`src/rtl/core/tpca_pkg.sv`:
```
// shared widths, codes and state encoding for the terrain clearance angle core
`timescale 1ns / 1ps

package tpca_pkg;

  // serial multiplier: operand width and bits of the multiplier retired per cycle
  localparam int unsigned MUL_W     = 18;
  localparam int unsigned MUL_DIGIT = 2;

  // serial divider: dividend and divisor widths, quotient bits per cycle
  localparam int unsigned DIVD_W    = 36;
  localparam int unsigned DIVS_W    = 32;
  localparam int unsigned DIV_DIGIT = 2;

  // slopes are radians scaled by 2^SLOPE_SHIFT
  localparam int unsigned SLOPE_SHIFT = 20;

  // earth bulge x*(D-x)/k, k = 2 * 6371 km in metres
  localparam logic [23:0] BULGE_DIVISOR = 24'd12742000;

  typedef enum logic [1:0] {
    CFG_STEP   = 2'd0,
    CFG_PATH   = 2'd1,
    CFG_TX_ANT = 2'd2,
    CFG_RX_END = 2'd3
  } cfg_reg_e;

  typedef enum logic [3:0] {
    S_IDLE,
    S_MXW,
    S_BLG,
    S_MBW,
    S_DB,
    S_DBW,
    S_CORR,
    S_TX,
    S_TXW,
    S_TXU,
    S_RX,
    S_RXW,
    S_RXU,
    S_UPD,
    S_OUT
  } seq_state_e;

endpackage

```
`src/rtl/core/tpca_mul.sv`:
```
// unsigned shift-add multiplier, two multiplier bits per cycle
`timescale 1ns / 1ps

module tpca_mul
  import tpca_pkg::*;
(
  input  logic                 clk_i,
  input  logic                 rst_ni,
  input  logic                 start_i,
  input  logic [MUL_W-1:0]     a_i,
  input  logic [MUL_W-1:0]     b_i,
  output logic                 done_o,
  output logic [2*MUL_W-1:0]   prod_o
);

  localparam int unsigned STEPS = MUL_W / MUL_DIGIT;
  localparam int unsigned CW    = $clog2(STEPS);
  localparam int unsigned HW    = MUL_W + MUL_DIGIT + 1;

  logic [MUL_W-1:0]    a_q;
  logic [HW+MUL_W-1:0] acc_q;
  logic [HW+MUL_W-1:0] acc_d;
  logic [HW-1:0]       part;
  logic [CW-1:0]       cnt_q;
  logic                busy_q;
  logic                done_q;
  logic                last;

  // upper half plus a times the low digit, then shift the whole word right
  assign part  = acc_q[HW+MUL_W-1:MUL_W] + HW'(a_q) * HW'(acc_q[MUL_DIGIT-1:0]);
  assign acc_d = {{MUL_DIGIT{1'b0}}, part, acc_q[MUL_W-1:MUL_DIGIT]};
  assign last  = (cnt_q == CW'(STEPS - 1));

  always_ff @(posedge clk_i or negedge rst_ni) begin
    if (!rst_ni) begin
      busy_q <= 1'b0;
      cnt_q  <= '0;
      done_q <= 1'b0;
    end else begin
      done_q <= 1'b0;
      if (start_i) begin
        busy_q <= 1'b1;
        cnt_q  <= '0;
      end else if (busy_q) begin
        cnt_q <= cnt_q + CW'(1);
        if (last) begin
          busy_q <= 1'b0;
          done_q <= 1'b1;
        end
      end
    end
  end

  always_ff @(posedge clk_i) begin
    if (start_i) begin
      a_q   <= a_i;
      acc_q <= {{HW{1'b0}}, b_i};
    end else if (busy_q) begin
      acc_q <= acc_d;
    end
  end

  assign done_o = done_q;
  assign prod_o = acc_q[2*MUL_W-1:0];

endmodule

```
`src/rtl/core/tpca_div.sv`:
```
// unsigned restoring divider, two quotient bits per cycle
`timescale 1ns / 1ps

module tpca_div
  import tpca_pkg::*;
(
  input  logic              clk_i,
  input  logic              rst_ni,
  input  logic              start_i,
  input  logic [DIVD_W-1:0] dividend_i,
  input  logic [DIVS_W-1:0] divisor_i,
  output logic              done_o,
  output logic [DIVD_W-1:0] quot_o
);

  localparam int unsigned STEPS = DIVD_W / DIV_DIGIT;
  localparam int unsigned CW    = $clog2(STEPS);

  logic [DIVS_W-1:0] dsr_q;
  logic [DIVS_W-1:0] rem_q;
  logic [DIVD_W-1:0] quo_q;
  logic [DIVS_W-1:0] rem_d;
  logic [DIVD_W-1:0] quo_d;
  logic [DIVS_W:0]   trial;
  logic [CW-1:0]     cnt_q;
  logic              busy_q;
  logic              done_q;
  logic              last;

  // dividend bits shift out of the top of quo while quotient bits enter below
  always_comb begin
    rem_d = rem_q;
    quo_d = quo_q;
    trial = '0;
    for (int i = 0; i < DIV_DIGIT; i++) begin
      trial = {rem_d, quo_d[DIVD_W-1]};
      quo_d = {quo_d[DIVD_W-2:0], 1'b0};
      if (trial >= {1'b0, dsr_q}) begin
        trial    = trial - {1'b0, dsr_q};
        quo_d[0] = 1'b1;
      end
      rem_d = trial[DIVS_W-1:0];
    end
  end

  assign last = (cnt_q == CW'(STEPS - 1));

  always_ff @(posedge clk_i or negedge rst_ni) begin
    if (!rst_ni) begin
      busy_q <= 1'b0;
      cnt_q  <= '0;
      done_q <= 1'b0;
    end else begin
      done_q <= 1'b0;
      if (start_i) begin
        busy_q <= 1'b1;
        cnt_q  <= '0;
      end else if (busy_q) begin
        cnt_q <= cnt_q + CW'(1);
        if (last) begin
          busy_q <= 1'b0;
          done_q <= 1'b1;
        end
      end
    end
  end

  always_ff @(posedge clk_i) begin
    if (start_i) begin
      dsr_q <= divisor_i;
      rem_q <= '0;
      quo_q <= dividend_i;
    end else if (busy_q) begin
      rem_q <= rem_d;
      quo_q <= quo_d;
    end
  end

  assign done_o = done_q;
  assign quot_o = quo_q;

endmodule

```
`src/rtl/core/terrain_profile_clearance_angles_core.sv`:
```
// terrain profile clearance angle core: bulge, lowest point and steepest tx/rx slopes
// per sample: x multiply, bulge multiply and divide, tx and rx slope divides; a path start
// skips the slope divides, and the bulge or a slope is skipped near the path ends; the next
// input transfer can follow in the cycle after the result is loaded
// the shared divider (two quotient bits a cycle, three 18-step divisions) takes most of the time
// reset: config registers take their defaults, trackers clear, next sample starts a path
`timescale 1ns / 1ps

module terrain_profile_clearance_angles_core
  import tpca_pkg::*;
#(
  parameter int unsigned MAX_SAMPLES = 65536
) (
  input  logic               clk_i,
  input  logic               rst_ni,
  // configuration writes
  input  logic               cfg_we_i,
  input  logic [1:0]         cfg_index_i,
  input  logic [17:0]        cfg_data_i,
  // input channel
  input  logic               in_valid_i,
  output logic               in_stall_o,
  input  logic signed [14:0] terrain_height_i,
  input  logic               first_sample_i,
  // output channel
  output logic               out_valid_o,
  input  logic               out_stall_i,
  output logic [10:0]        bulge_o,
  output logic signed [14:0] corrected_height_o,
  output logic signed [31:0] tx_best_slope_o,
  output logic [15:0]        tx_best_index_o,
  output logic signed [14:0] tx_best_height_o,
  output logic signed [31:0] rx_best_slope_o,
  output logic [15:0]        rx_best_index_o,
  output logic signed [14:0] rx_best_height_o,
  output logic signed [14:0] lowest_height_o,
  output logic [15:0]        lowest_index_o
);

  localparam int unsigned IW = $clog2(MAX_SAMPLES);
  localparam logic [IW-1:0] IDX_LAST = IW'(MAX_SAMPLES - 1);
  localparam logic signed [31:0] SLOPE_MIN = 32'sh8000_0000;
  localparam logic signed [31:0] SLOPE_MAX = 32'sh7FFF_FFFF;

  // configuration registers
  logic [15:0]        step_q;
  logic [17:0]        path_q;
  logic [9:0]         tx_ant_q;
  logic signed [14:0] rx_end_q;

  // sequencer
  seq_state_e state_q, state_d;
  logic       mul_start, div_start;
  logic       mul_done, div_done;
  logic [MUL_W-1:0]   mul_a, mul_b;
  logic [2*MUL_W-1:0] mul_prod;
  logic [DIVD_W-1:0]  div_dividend, div_quot;
  logic [DIVS_W-1:0]  div_divisor;

  // per-sample working registers
  logic signed [14:0] h_q;
  logic               start_q;
  logic [IW-1:0]      idx_q;
  logic [31:0]        x_q;
  logic [10:0]        bulge_q;
  logic signed [14:0] corr_q;
  logic               neg_q;

  // path trackers
  logic [IW-1:0]      sample_index_q;
  logic signed [15:0] tx_ref_q;
  logic signed [31:0] tx_max_q;
  logic [IW-1:0]      tx_idx_q;
  logic signed [15:0] tx_hgt_q;
  logic signed [31:0] rx_max_q;
  logic [IW-1:0]      rx_idx_q;
  logic signed [14:0] rx_hgt_q;
  logic signed [14:0] min_hgt_q;
  logic [IW-1:0]      min_idx_q;

  // result register
  logic               out_valid_q;
  logic [10:0]        o_bulge_q;
  logic signed [14:0] o_corr_q;
  logic signed [31:0] o_tx_slope_q;
  logic [15:0]        o_tx_idx_q;
  logic signed [14:0] o_tx_hgt_q;
  logic signed [31:0] o_rx_slope_q;
  logic [15:0]        o_rx_idx_q;
  logic signed [14:0] o_rx_hgt_q;
  logic signed [14:0] o_min_hgt_q;
  logic [15:0]        o_min_idx_q;

  // combinational datapath
  logic               in_take;
  logic               in_start;
  logic [IW-1:0]      in_idx;
  logic               x_lt_d;
  logic [17:0]        d_minus_x;
  logic               tx_go, rx_go;
  logic signed [16:0] tx_dh, rx_dh, sel_dh;
  logic [15:0]        dh_mag;
  logic [10:0]        bulge_w;
  logic signed [15:0] corr_sum;
  logic signed [14:0] corr_w;
  logic signed [31:0] slope_w;
  logic signed [15:0] tx_ref_w;
  logic [IW-1:0]      idx_next;
  logic               out_free;

  // quotient magnitude and sign to saturated slope, truncated toward zero
  function automatic logic signed [31:0] sat_slope(input logic [DIVD_W-1:0] q,
                                                  input logic neg);
    logic big;
    big = |q[DIVD_W-1:31];
    if (neg) begin
      return big ? SLOPE_MIN : -$signed({1'b0, q[30:0]});
    end
    return big ? SLOPE_MAX : $signed({1'b0, q[30:0]});
  endfunction

  // configuration port; the user must write it only while the core is idle, the block does not enforce it
  always_ff @(posedge clk_i or negedge rst_ni) begin
    if (!rst_ni) begin
      step_q   <= 16'd100;
      path_q   <= 18'd10000;
      tx_ant_q <= '0;
      rx_end_q <= '0;
    end else if (cfg_we_i) begin
      unique case (cfg_reg_e'(cfg_index_i))
        CFG_STEP:   step_q   <= cfg_data_i[15:0];
        CFG_PATH:   path_q   <= cfg_data_i;
        CFG_TX_ANT: tx_ant_q <= cfg_data_i[9:0];
        CFG_RX_END: rx_end_q <= $signed(cfg_data_i[14:0]);
      endcase
    end
  end

  assign in_stall_o = (state_q != S_IDLE);
  assign in_take    = in_valid_i && !in_stall_o;
  // sample index zero only exists after reset, so it also opens a path
  assign in_start   = first_sample_i || (sample_index_q == '0);
  assign in_idx     = in_start ? '0 : sample_index_q;

  assign x_lt_d    = (x_q < 32'(path_q));
  assign d_minus_x = path_q - x_q[17:0];
  assign tx_go     = (x_q > 32'(step_q));
  assign rx_go     = x_lt_d && (d_minus_x > 18'(step_q));

  assign tx_dh  = 17'(corr_q) - 17'(tx_ref_q);
  assign rx_dh  = 17'(corr_q) - 17'(rx_end_q);
  assign sel_dh = (state_q == S_TX) ? tx_dh : rx_dh;
  assign dh_mag = sel_dh[16] ? 16'(-sel_dh) : 16'(sel_dh);

  // bulge from the divider, zero beyond the far end, clipped to eleven bits
  assign bulge_w  = !x_lt_d ? '0 :
                    (div_quot > DIVD_W'(2047)) ? 11'h7FF : div_quot[10:0];
  assign corr_sum = 16'(h_q) + $signed({5'b0, bulge_w});
  assign corr_w   = (corr_sum > 16'sd16383) ? 15'sh3FFF : corr_sum[14:0];

  assign slope_w  = sat_slope(div_quot, neg_q);
  assign tx_ref_w = 16'(h_q) + $signed({6'b0, tx_ant_q});
  assign idx_next = (idx_q == IDX_LAST) ? IDX_LAST : idx_q + IW'(1);
  assign out_free = !out_valid_q || !out_stall_i;

  // unit operands: first multiply is index times step, second x times distance left
  assign mul_a = (state_q == S_IDLE) ? MUL_W'(in_idx) : x_q[MUL_W-1:0];
  assign mul_b = (state_q == S_IDLE) ? MUL_W'(step_q) : d_minus_x;

  assign div_dividend = (state_q == S_DB) ? mul_prod : {dh_mag, {SLOPE_SHIFT{1'b0}}};
  assign div_divisor  = (state_q == S_DB) ? DIVS_W'(BULGE_DIVISOR) :
                        (state_q == S_TX) ? x_q : DIVS_W'(d_minus_x);

  tpca_mul u_mul (
    .clk_i   (clk_i),
    .rst_ni  (rst_ni),
    .start_i (mul_start),
    .a_i     (mul_a),
    .b_i     (mul_b),
    .done_o  (mul_done),
    .prod_o  (mul_prod)
  );

  tpca_div u_div (
    .clk_i      (clk_i),
    .rst_ni     (rst_ni),
    .start_i    (div_start),
    .dividend_i (div_dividend),
    .divisor_i  (div_divisor),
    .done_o     (div_done),
    .quot_o     (div_quot)
  );

  always_ff @(posedge clk_i or negedge rst_ni) begin
    if (!rst_ni) begin
      state_q <= S_IDLE;
    end else begin
      state_q <= state_d;
    end
  end

  // sequencer: one sample walks x, bulge, tx slope, rx slope, tracker update, result
  always_comb begin
    state_d   = state_q;
    mul_start = 1'b0;
    div_start = 1'b0;
    unique case (state_q)
      S_IDLE: begin
        if (in_take) begin
          mul_start = 1'b1;
          state_d   = S_MXW;
        end
      end
      S_MXW: begin
        if (mul_done) state_d = S_BLG;
      end
      S_BLG: begin
        // past the far end the bulge is zero, skip its multiply and divide
        if (x_lt_d) begin
          mul_start = 1'b1;
          state_d   = S_MBW;
        end else begin
          state_d = S_CORR;
        end
      end
      S_MBW: begin
        if (mul_done) state_d = S_DB;
      end
      S_DB: begin
        div_start = 1'b1;
        state_d   = S_DBW;
      end
      S_DBW: begin
        if (div_done) state_d = S_CORR;
      end
      S_CORR: state_d = S_TX;
      S_TX: begin
        if (!start_q && tx_go) begin
          div_start = 1'b1;
          state_d   = S_TXW;
        end else begin
          state_d = S_RX;
        end
      end
      S_TXW: begin
        if (div_done) state_d = S_TXU;
      end
      S_TXU: state_d = S_RX;
      S_RX: begin
        if (!start_q && rx_go) begin
          div_start = 1'b1;
          state_d   = S_RXW;
        end else begin
          state_d = S_UPD;
        end
      end
      S_RXW: begin
        if (div_done) state_d = S_RXU;
      end
      S_RXU: state_d = S_UPD;
      S_UPD: state_d = S_OUT;
      S_OUT: begin
        // wait here while the previous result is still held by the sink
        if (out_free) state_d = S_IDLE;
      end
      default: state_d = S_IDLE;
    endcase
  end

  // working registers, no reset needed
  always_ff @(posedge clk_i) begin
    if (in_take) begin
      h_q     <= terrain_height_i;
      start_q <= in_start;
      idx_q   <= in_idx;
    end
    if (state_q == S_MXW && mul_done) begin
      x_q <= mul_prod[31:0];
    end
    if (state_q == S_CORR) begin
      bulge_q <= bulge_w;
      corr_q  <= corr_w;
    end
    if ((state_q == S_TX || state_q == S_RX) && div_start) begin
      neg_q <= sel_dh[16];
    end
  end

  // path trackers
  always_ff @(posedge clk_i or negedge rst_ni) begin
    if (!rst_ni) begin
      sample_index_q <= '0;
      tx_ref_q       <= '0;
      tx_max_q       <= SLOPE_MIN;
      tx_idx_q       <= '0;
      tx_hgt_q       <= '0;
      rx_max_q       <= SLOPE_MIN;
      rx_idx_q       <= '0;
      rx_hgt_q       <= '0;
      min_hgt_q      <= '0;
      min_idx_q      <= '0;
    end else begin
      // only a strictly steeper slope replaces the kept one
      if (state_q == S_TXU && slope_w > tx_max_q) begin
        tx_max_q <= slope_w;
        tx_idx_q <= idx_q;
        tx_hgt_q <= 16'(corr_q);
      end
      if (state_q == S_RXU && slope_w > rx_max_q) begin
        rx_max_q <= slope_w;
        rx_idx_q <= idx_q;
        rx_hgt_q <= corr_q;
      end
      if (state_q == S_UPD) begin
        sample_index_q <= idx_next;
        if (start_q) begin
          tx_ref_q  <= tx_ref_w;
          tx_max_q  <= SLOPE_MIN;
          tx_idx_q  <= '0;
          tx_hgt_q  <= tx_ref_w;
          rx_max_q  <= SLOPE_MIN;
          rx_idx_q  <= '0;
          rx_hgt_q  <= rx_end_q;
          min_hgt_q <= h_q;
          min_idx_q <= '0;
        end else if (h_q < min_hgt_q) begin
          min_hgt_q <= h_q;
          min_idx_q <= idx_q;
        end
      end
    end
  end

  // result register, parts the sink from the sequencer
  always_ff @(posedge clk_i or negedge rst_ni) begin
    if (!rst_ni) begin
      out_valid_q <= 1'b0;
    end else if (state_q == S_OUT && out_free) begin
      out_valid_q <= 1'b1;
    end else if (out_valid_q && !out_stall_i) begin
      out_valid_q <= 1'b0;
    end
  end

  always_ff @(posedge clk_i) begin
    if (state_q == S_OUT && out_free) begin
      o_bulge_q    <= bulge_q;
      o_corr_q     <= corr_q;
      o_tx_slope_q <= tx_max_q;
      o_tx_idx_q   <= 16'(tx_idx_q);
      o_tx_hgt_q   <= tx_hgt_q[14:0];
      o_rx_slope_q <= rx_max_q;
      o_rx_idx_q   <= 16'(rx_idx_q);
      o_rx_hgt_q   <= rx_hgt_q;
      o_min_hgt_q  <= min_hgt_q;
      o_min_idx_q  <= 16'(min_idx_q);
    end
  end

  assign out_valid_o        = out_valid_q;
  assign bulge_o            = o_bulge_q;
  assign corrected_height_o = o_corr_q;
  assign tx_best_slope_o    = o_tx_slope_q;
  assign tx_best_index_o    = o_tx_idx_q;
  assign tx_best_height_o   = o_tx_hgt_q;
  assign rx_best_slope_o    = o_rx_slope_q;
  assign rx_best_index_o    = o_rx_idx_q;
  assign rx_best_height_o   = o_rx_hgt_q;
  assign lowest_height_o    = o_min_hgt_q;
  assign lowest_index_o     = o_min_idx_q;

  // unit completions only arrive while the sequencer waits on them
  a_mul_done_wait: assert property (@(posedge clk_i) disable iff (!rst_ni)
    mul_done |-> (state_q == S_MXW || state_q == S_MBW))
    else $error("multiplier finished outside a multiply wait");

  a_div_done_wait: assert property (@(posedge clk_i) disable iff (!rst_ni)
    div_done |-> (state_q == S_DBW || state_q == S_TXW || state_q == S_RXW))
    else $error("divider finished outside a divide wait");

  // a held result is never overwritten
  a_out_hold: assert property (@(posedge clk_i) disable iff (!rst_ni)
    (state_q == S_OUT && out_valid_q && out_stall_i) |=> (state_q == S_OUT))
    else $error("result loaded while previous one still stalled");

  // the sample index saturates and never wraps back to zero
  a_idx_no_wrap: assert property (@(posedge clk_i) disable iff (!rst_ni)
    (state_q == S_UPD) |=> (sample_index_q != '0))
    else $error("sample index wrapped to zero");

endmodule
```
`config.mk`:
```
export PLATFORM = sky130hd
export DESIGN_NAME = terrain_profile_clearance_angles_core
export DESIGN_NICKNAME = d
export VERILOG_FILES = /design/src/rtl/core/tpca_pkg.sv /design/src/rtl/core/tpca_mul.sv /design/src/rtl/core/tpca_div.sv /design/src/rtl/core/terrain_profile_clearance_angles_core.sv
export SDC_FILE = /design/constraint.sdc
export NUM_CORES = 2
export LEC_CHECK = 0
export BUFFER_PORTS_ARGS = -buffer_cell sky130_fd_sc_hd__buf_4
export CORE_MARGIN = 3
export CORE_UTILIZATION = 64
export CTS_BUF_LIST = sky130_fd_sc_hd__clkbuf_8
export DETAILED_ROUTE_END_ITERATION = 6
export PLACE_DENSITY = 0.83
export SYNTH_ARGS = -nofsm -noshare
export SYNTH_HDL_FRONTEND = slang
export SYNTH_SLANG_ARGS = --single-unit
export TNS_END_PERCENT = 50
```
`constraint.sdc`:
```
create_clock -name clk_i -period 18.5 [get_ports clk_i]
set_clock_uncertainty 0.05 [all_clocks]
set_input_delay 0.925 -clock clk_i [delete_from_list [all_inputs] [get_ports clk_i]]
set_output_delay 0.925 -clock clk_i [all_outputs]
set_load 0.02 [all_outputs]
```
# Word level (Yosys, flattened, before mapping)
# Cells that the tools add are included.
dict set report word_totals {
  word_cells 213
  out_inout_bits 185
  ff_bits 696
  input_bits 41
}
dict set report classes {
  n_addsub 13
  reduce_logical 34
  n_mul 1
  muxes 80
  order_cmp 10
  n_bitwise 1
  n_eq_ne 27
}
# operator count
set ops {}
lappend ops {{$mux 32} 11}
lappend ops {{$mux 16} 15}
lappend ops {{$mux 36} 3}
lappend ops {{$mux 15} 5}
lappend ops {{$ge 33x32->1} 2}
lappend ops {{$gt 32x32->1} 2}
lappend ops {{$sub 32x32->32} 2}
lappend ops {{$pmux 4 s15} 1}
lappend ops {{$mux 18} 3}
lappend ops {{$gt 36x11->1 const B} 1}
lappend ops {{$mux 4} 9}
lappend ops {{$eq 4x4->1 const B} 8}
lappend ops {{$gt 32x16->1} 1}
lappend ops {{$lt 32x18->1} 1}
lappend ops {{$neg 31->32} 1}
lappend ops {{$mux 31} 1}
lappend ops {{$mux 24} 1}
lappend ops {{$mux 11} 2}
lappend ops {{$add 19x20->21} 1}
lappend ops {{$mux 1} 21}
lappend ops {{$mul 18x2->20} 1}
lappend ops {{$gt 18x16->1} 1}
lappend ops {{$sub 18x18->18} 1}
lappend ops {{$mux 17} 1}
lappend ops {{other kinds (37)} 71}

# Depth between registers and ports, before layout
dict set report logic_depth {
  depth_word 9
  mapped_depth 28
  depth_no_buf 26
}

# By module
# Synthesis repeated with hierarchy kept, for this count alone.
dict set report unflattened {
  hier_cells 3830
  hier_area_um2 39972.1
}
# module instances area_per_inst_um2 cells_each seq_area_each_um2
set modules_own_cells {}
lappend modules_own_cells {terrain_profile_clearance_angles_core 1 27958.1 2560 14571.5}
lappend modules_own_cells {tpca_div 1 8041.5 878 2857.7}
lappend modules_own_cells {tpca_mul 1 3972.6 392 1611.5}

# Least setup slack after synthesis
# OpenSTA, ideal clock, no wires.
dict set report synth_path {
  path_type {input port to flip-flop}
  start {in out_stall_i}
  end {reg o_bulge_q[0] (netlist: bulge_o[0]) (enable)}
  setup_slack_ns 3.368
  path_buffers 0
  path_stages 2
  arrival_ns 14.095
  cell_sequence {nand2_1 -> nor3b_1}
}
dict set report synth_via {
  elab_chain_cells 3
}
# element line_no
set synth_lines {}
lappend synth_lines {{from (decl)} terrain_profile_clearance_angles_core.sv:27} ;# input logic out_stall_i,
lappend synth_lines {{$logic_not 1->1} terrain_profile_clearance_angles_core.sv:164} ;# assign out_free = !out_valid_q || !out_stall_i;
lappend synth_lines {{$logic_or 1x1->1} terrain_profile_clearance_angles_core.sv:164}
lappend synth_lines {{$logic_and 1x1->1} terrain_profile_clearance_angles_core.sv:346} ;# if (state_q == S_OUT && out_free) begin
lappend synth_lines {{to (signal assigned)} terrain_profile_clearance_angles_core.sv:347} ;# o_bulge_q <= bulge_q;
lappend synth_lines {{to (decl)} terrain_profile_clearance_angles_core.sv:83} ;# logic [10:0] o_bulge_q;
# Every way passes these cells.
# A chain may end at the register's enable or synchronous reset.

# Final worst setup path
dict set report layout_path {
  start {reg u_div.quo_q[1] (netlist: u_div.quot_o[1])}
  end {reg rx_idx_q[1]}
}
dict set report layout_via {
  elab_chain_cells 9
}
# element line_no
set layout_lines {}
lappend layout_lines {{from (decl)} tpca_div.sv:21} ;# logic [DIVD_W-1:0] quo_q;
lappend layout_lines {{from (signal assigned)} tpca_div.sv:72} ;# quo_q <= dividend_i;
lappend layout_lines {{from (signal assigned)} tpca_div.sv:75} ;# quo_q <= quo_d;
lappend layout_lines {{$neg 31->32} terrain_profile_clearance_angles_core.sv:117} ;# return big ? SLOPE_MIN : -$signed({1'b0, q[30:0]});
lappend layout_lines {{$mux 32} terrain_profile_clearance_angles_core.sv:117}
lappend layout_lines {{$mux 32} terrain_profile_clearance_angles_core.sv:116} ;# if (neg) begin
lappend layout_lines {{$mux 32 *} terrain_profile_clearance_angles_core.sv:119} ;# return big ? SLOPE_MAX : $signed({1'b0, q[30:0]});
lappend layout_lines {{$gt 32x32->1 *} terrain_profile_clearance_angles_core.sv:309} ;# if (state_q == S_RXU && slope_w > rx_max_q) begin
lappend layout_lines {{$logic_and 1x1->1 *} terrain_profile_clearance_angles_core.sv:309}
lappend layout_lines {{$mux 16 *} terrain_profile_clearance_angles_core.sv:309}
lappend layout_lines {{$mux 16} terrain_profile_clearance_angles_core.sv:316} ;# if (start_q) begin
lappend layout_lines {{$mux 16 *} terrain_profile_clearance_angles_core.sv:314} ;# if (state_q == S_UPD) begin
lappend layout_lines {{to (signal assigned)} terrain_profile_clearance_angles_core.sv:311} ;# rx_idx_q <= idx_q;
lappend layout_lines {{to (decl)} terrain_profile_clearance_angles_core.sv:76} ;# logic [IW-1:0] rx_idx_q;
# Mark *: on every way between the ends. The rest lies on a longest branch, timed or not. The select of a mux whose other input is x is not followed.

==> impl_metrics.csv <==
group,metric,value,unit
place,gp_congestion,0.949,
die,die_w,252,microns
final_layout,final_layout_size_suffix_gt1_frac,0.129,
final_layout,final.fill_count,4297,
clock_tree,clkSlewWorstSetupHoldPaths,70,ps
clock_tree,cts_resized,0,
synth,synth-compound-area-share,0.146,
synth,synth_cell_types,83,
synth,synth_area,0.0388,sq mm
setup_path,cpPeakStageDelay,840,ps
setup_path,critPathKind,"register to register",
drt,vias_per_cell,6.13,
timing,maxSlewHeadroom,0.276,
setup_path,cp_max_fo,63,
clock_tree,cts.sinks,695,
drt,wl,105000,microns
clock_tree,tritoncts,"built",
synth,synth_fp_nets,4185,
die,die-area,0.0636,sq mm
die,core-area,0.0595,sq mm
final_layout,syn_to_final_growth,11.8,%
setup_path,r2r-start,"u_div.quot_o[1]",
synth,synth_seq_cells,695,
final_layout,seq_area,0.0190,sq mm
clock_tree,hold_buffers,0,
die,ios,226,
timing,post-route-period-util,0.410,
global_route,overflow,0,
global_route,grt_pass1_wl,164000,microns
drt,drtPass1Iterations,7,
timing,drv_slew,0,
global_route,antenna_found_initial,4,
timing,worst_slew_pin_slew,1080,ps
synth,yosys.area.top_type,"edfxtp_1",
clock_tree,root_buffer,"clkbuf_8",
synth,synth_seq_area_share,0.491,
place,dp_hpwl,75500,microns
power,peakVddDrop,151,uV
clock_tree,post_cts_buffers,0,
outcome,status,"complete, but fails checks",
synth,async_flop_share,0.383,
setup_path,worstPathArrival,8120,ps
synth,synth_area_leaders,"edfxtp_1, dfrtp_1, ha_1, nand2_1, a21oi_1",
power,p_per_area,203,mW/mm^2
setup_path,crit_path_start_kind,"register",
global_route,grt_start_max_net_pins,153,
synth,syn_area_per_cell,10.1,sq um
outcome,violations,"design-rule violations",
clock_tree,cts-htree-levels,3,
timing,timing.fmax,132,MHz
die,start_util,0.653,
place,placed_cells,4710,
synth,synth-simple-area-share,0.123,
min_path,hold_class,"primary input to asynchronous set/reset pin",
drt,drc,1,
drt,wl_per_cell,21.3,microns
final_layout,final_cells,4917,
synth,synth_fa_ha_area_frac,0.106,
final_layout,multi_input_area,0.0180,sq mm
drt,drt_iter0_drc,2974,
setup_path,startpoint,"u_div.quot_o[1]",
synth,ys.flop_type,"edfxtp_1",
timing,rsz0062_at_grt,"no",
place,io_buffers,225,
die,rows,89,
clock_tree,clk_latency,740,ps
timing,tns,0,ps
synth,synth_top_family_by_area,"compound AO/OA/AOI/OAI gates",
drt,postRouteAntennaNets,0,
power,leakage,19.1,nW
setup_path,crit_path_end_kind,"register",
synth,muxShareOfSynthArea,0.0459,
synth,synth_warnings,0,
die,die_h,252,microns
global_route,grt_util_all_layers,0.329,
synth,synthCells,3831,
power,p_total,8.82,mW
final_layout,fin_nets,4403,
timing,fin_crit,7580,ps
clock_tree,numCtsBuffers,110,
run,cap_viol_max_count,0,
drt,vias,30100,
setup_path,cp.required,19040,ps
timing,setup_viol,0,
global_route,grt_pass1_vias,29600,
synth,synth-xor-area-share,0.0408,
clock_tree,cts.path.max_buffers,3,
synth,synth_edf_count,378,
setup_path,cp_slowest_cell,"a21oi_4",
timing,hold_viol,0,
synth,synth_top_cell_area_share,0.292,
final timing paths:
check | endpoint | slack [ps] | cells past startpoint
worst max-delay path | rx_idx_q[1] | 10920 | 25
worst min-delay path | min_idx_q[13] | 180 | 1
worst max register to register | rx_idx_q[1] | 10920 | 25
worst min register to register | bulge_o[8] | 370 | 0
max in group asynchronous | tx_max_q[15] | 16600 | 2
min in group clk_i | h_q[12] | 330 | 1
layout make-up:
class                           count  area share
Tap cell                          773      0.0223
Clock inverter                     81      0.0110
Multi-Input combinational cell   2649       0.414
Sequential cell                   695       0.439
Inverter                          335      0.0290
Timing Repair Buffer              258      0.0451
Clock buffer                      125      0.0396
Antenna cell                        1   0.0000577
placed cells by master, fill, tap and decap left out, types with 111 or more instances in the layout:
cell type    n
nand2_1    417
edfxtp_1   378
inv_1      372
nor2_1     308
a21oi_1    291
ha_1       288
o21ai_0    266
buf_4      256
dfrtp_1    256
clkbuf_8   125
xnor2_1    111
stage by stage:
stage	cell area [sq um]	setup slack (ps)	hold WS (ps)	util
2_1_floorplan	38800	3370	350	-
3_3_place_gp	41200	11270	352	0.693
3_5_place_dp	41200	11070	355	0.693
4_1_cts	43400	11020	256	0.730
5_1_grt	43400	10240	289	0.730
6_report	43400	10920	180	0.730
worst max-delay path: cells and delay by family, from the launching register on:
family	cells	cell delay, ps
AOI/OAI and AO/OA	5	2280
xor gates and xnor gates	1	330
adders and majority gates	2	490
buffers and inverters	4	1080
DFF	1	410
muxes	1	310
and+or+nand+nor	12	2380
cells in the mapped netlist, types with 8 or more instances:
| master | count |
|---|---|
| xor2_1 | 70 |
| o21a_1 | 25 |
| dfxtp_1 | 51 |
| fa_1 | 25 |
| a31oi_1 | 34 |
| and2_1 | 32 |
| nand2_1 | 418 |
| dfstp_2 | 10 |
| o21ai_0 | 266 |
| o221ai_1 | 16 |
| and3_1 | 22 |
| nand2b_1 | 27 |
| a21o_1 | 70 |
| clkbuf_1 | 122 |
| dfrtp_1 | 256 |
| ha_1 | 288 |
| o211ai_1 | 23 |
| nand3_1 | 49 |
| o31ai_1 | 42 |
| mux2_2 | 72 |
| o21bai_1 | 21 |
| edfxtp_1 | 378 |
| mux2i_1 | 96 |
| inv_1 | 333 |
| nor2_1 | 310 |
| buf_2 | 13 |
| a211oi_1 | 49 |
| a31o_2 | 8 |
| or3_1 | 15 |
| nor2b_1 | 36 |
| nor4_1 | 19 |
| buf_1 | 10 |
| xnor2_1 | 111 |
| a21oi_1 | 293 |
| o41ai_1 | 12 |
| nand4_1 | 33 |
| nor3_1 | 44 |
layer usage:
metal | part of all wire | GRT usage | up-vias
met1 | 0.40 | 0.440 | 14400
li1 | - | - | 14000
met5 | 0.00021 | 0 | -
met4 | 0.044 | 0.149 | 4
met3 | 0.097 | 0.0723 | 252
met2 | 0.46 | 0.520 | 1421
registers in the layout, indices dropped and copies added (netlist names), 18 cells and up:
signal and cells:
u_mul.acc_q 37, x_q 32, u_mul.a_q 18, tx_best_slope_o 32
tx_max_q 32, u_div.rem_q 32, rx_best_slope_o 32, u_div.dsr_q 32
path_q 18, rx_max_q 32, u_div.quot_o 36
power by group:
part           internal, mW  total, mW  leakage, nW  switching [mW]
Sequential             2.26       2.68         7.13           0.416
Combinational          1.97       4.84         10.7            2.87
Clock                 0.666       1.30         1.29           0.639
Total                  4.90       8.82         19.1            3.92
logic make-up (layout without fill, tap and decap cells):
kind of cell	count (synthesis)	count (layout)
DFF	695	695
xor gates and xnor gates	181	181
muxes	169	169
AOI/OAI and AO/OA	929	929
adders and majority gates	313	313
buffers and inverters	487	799
and+or+nand+nor	1057	1057
other	0	1
Power figures use the tool's default switching activity.
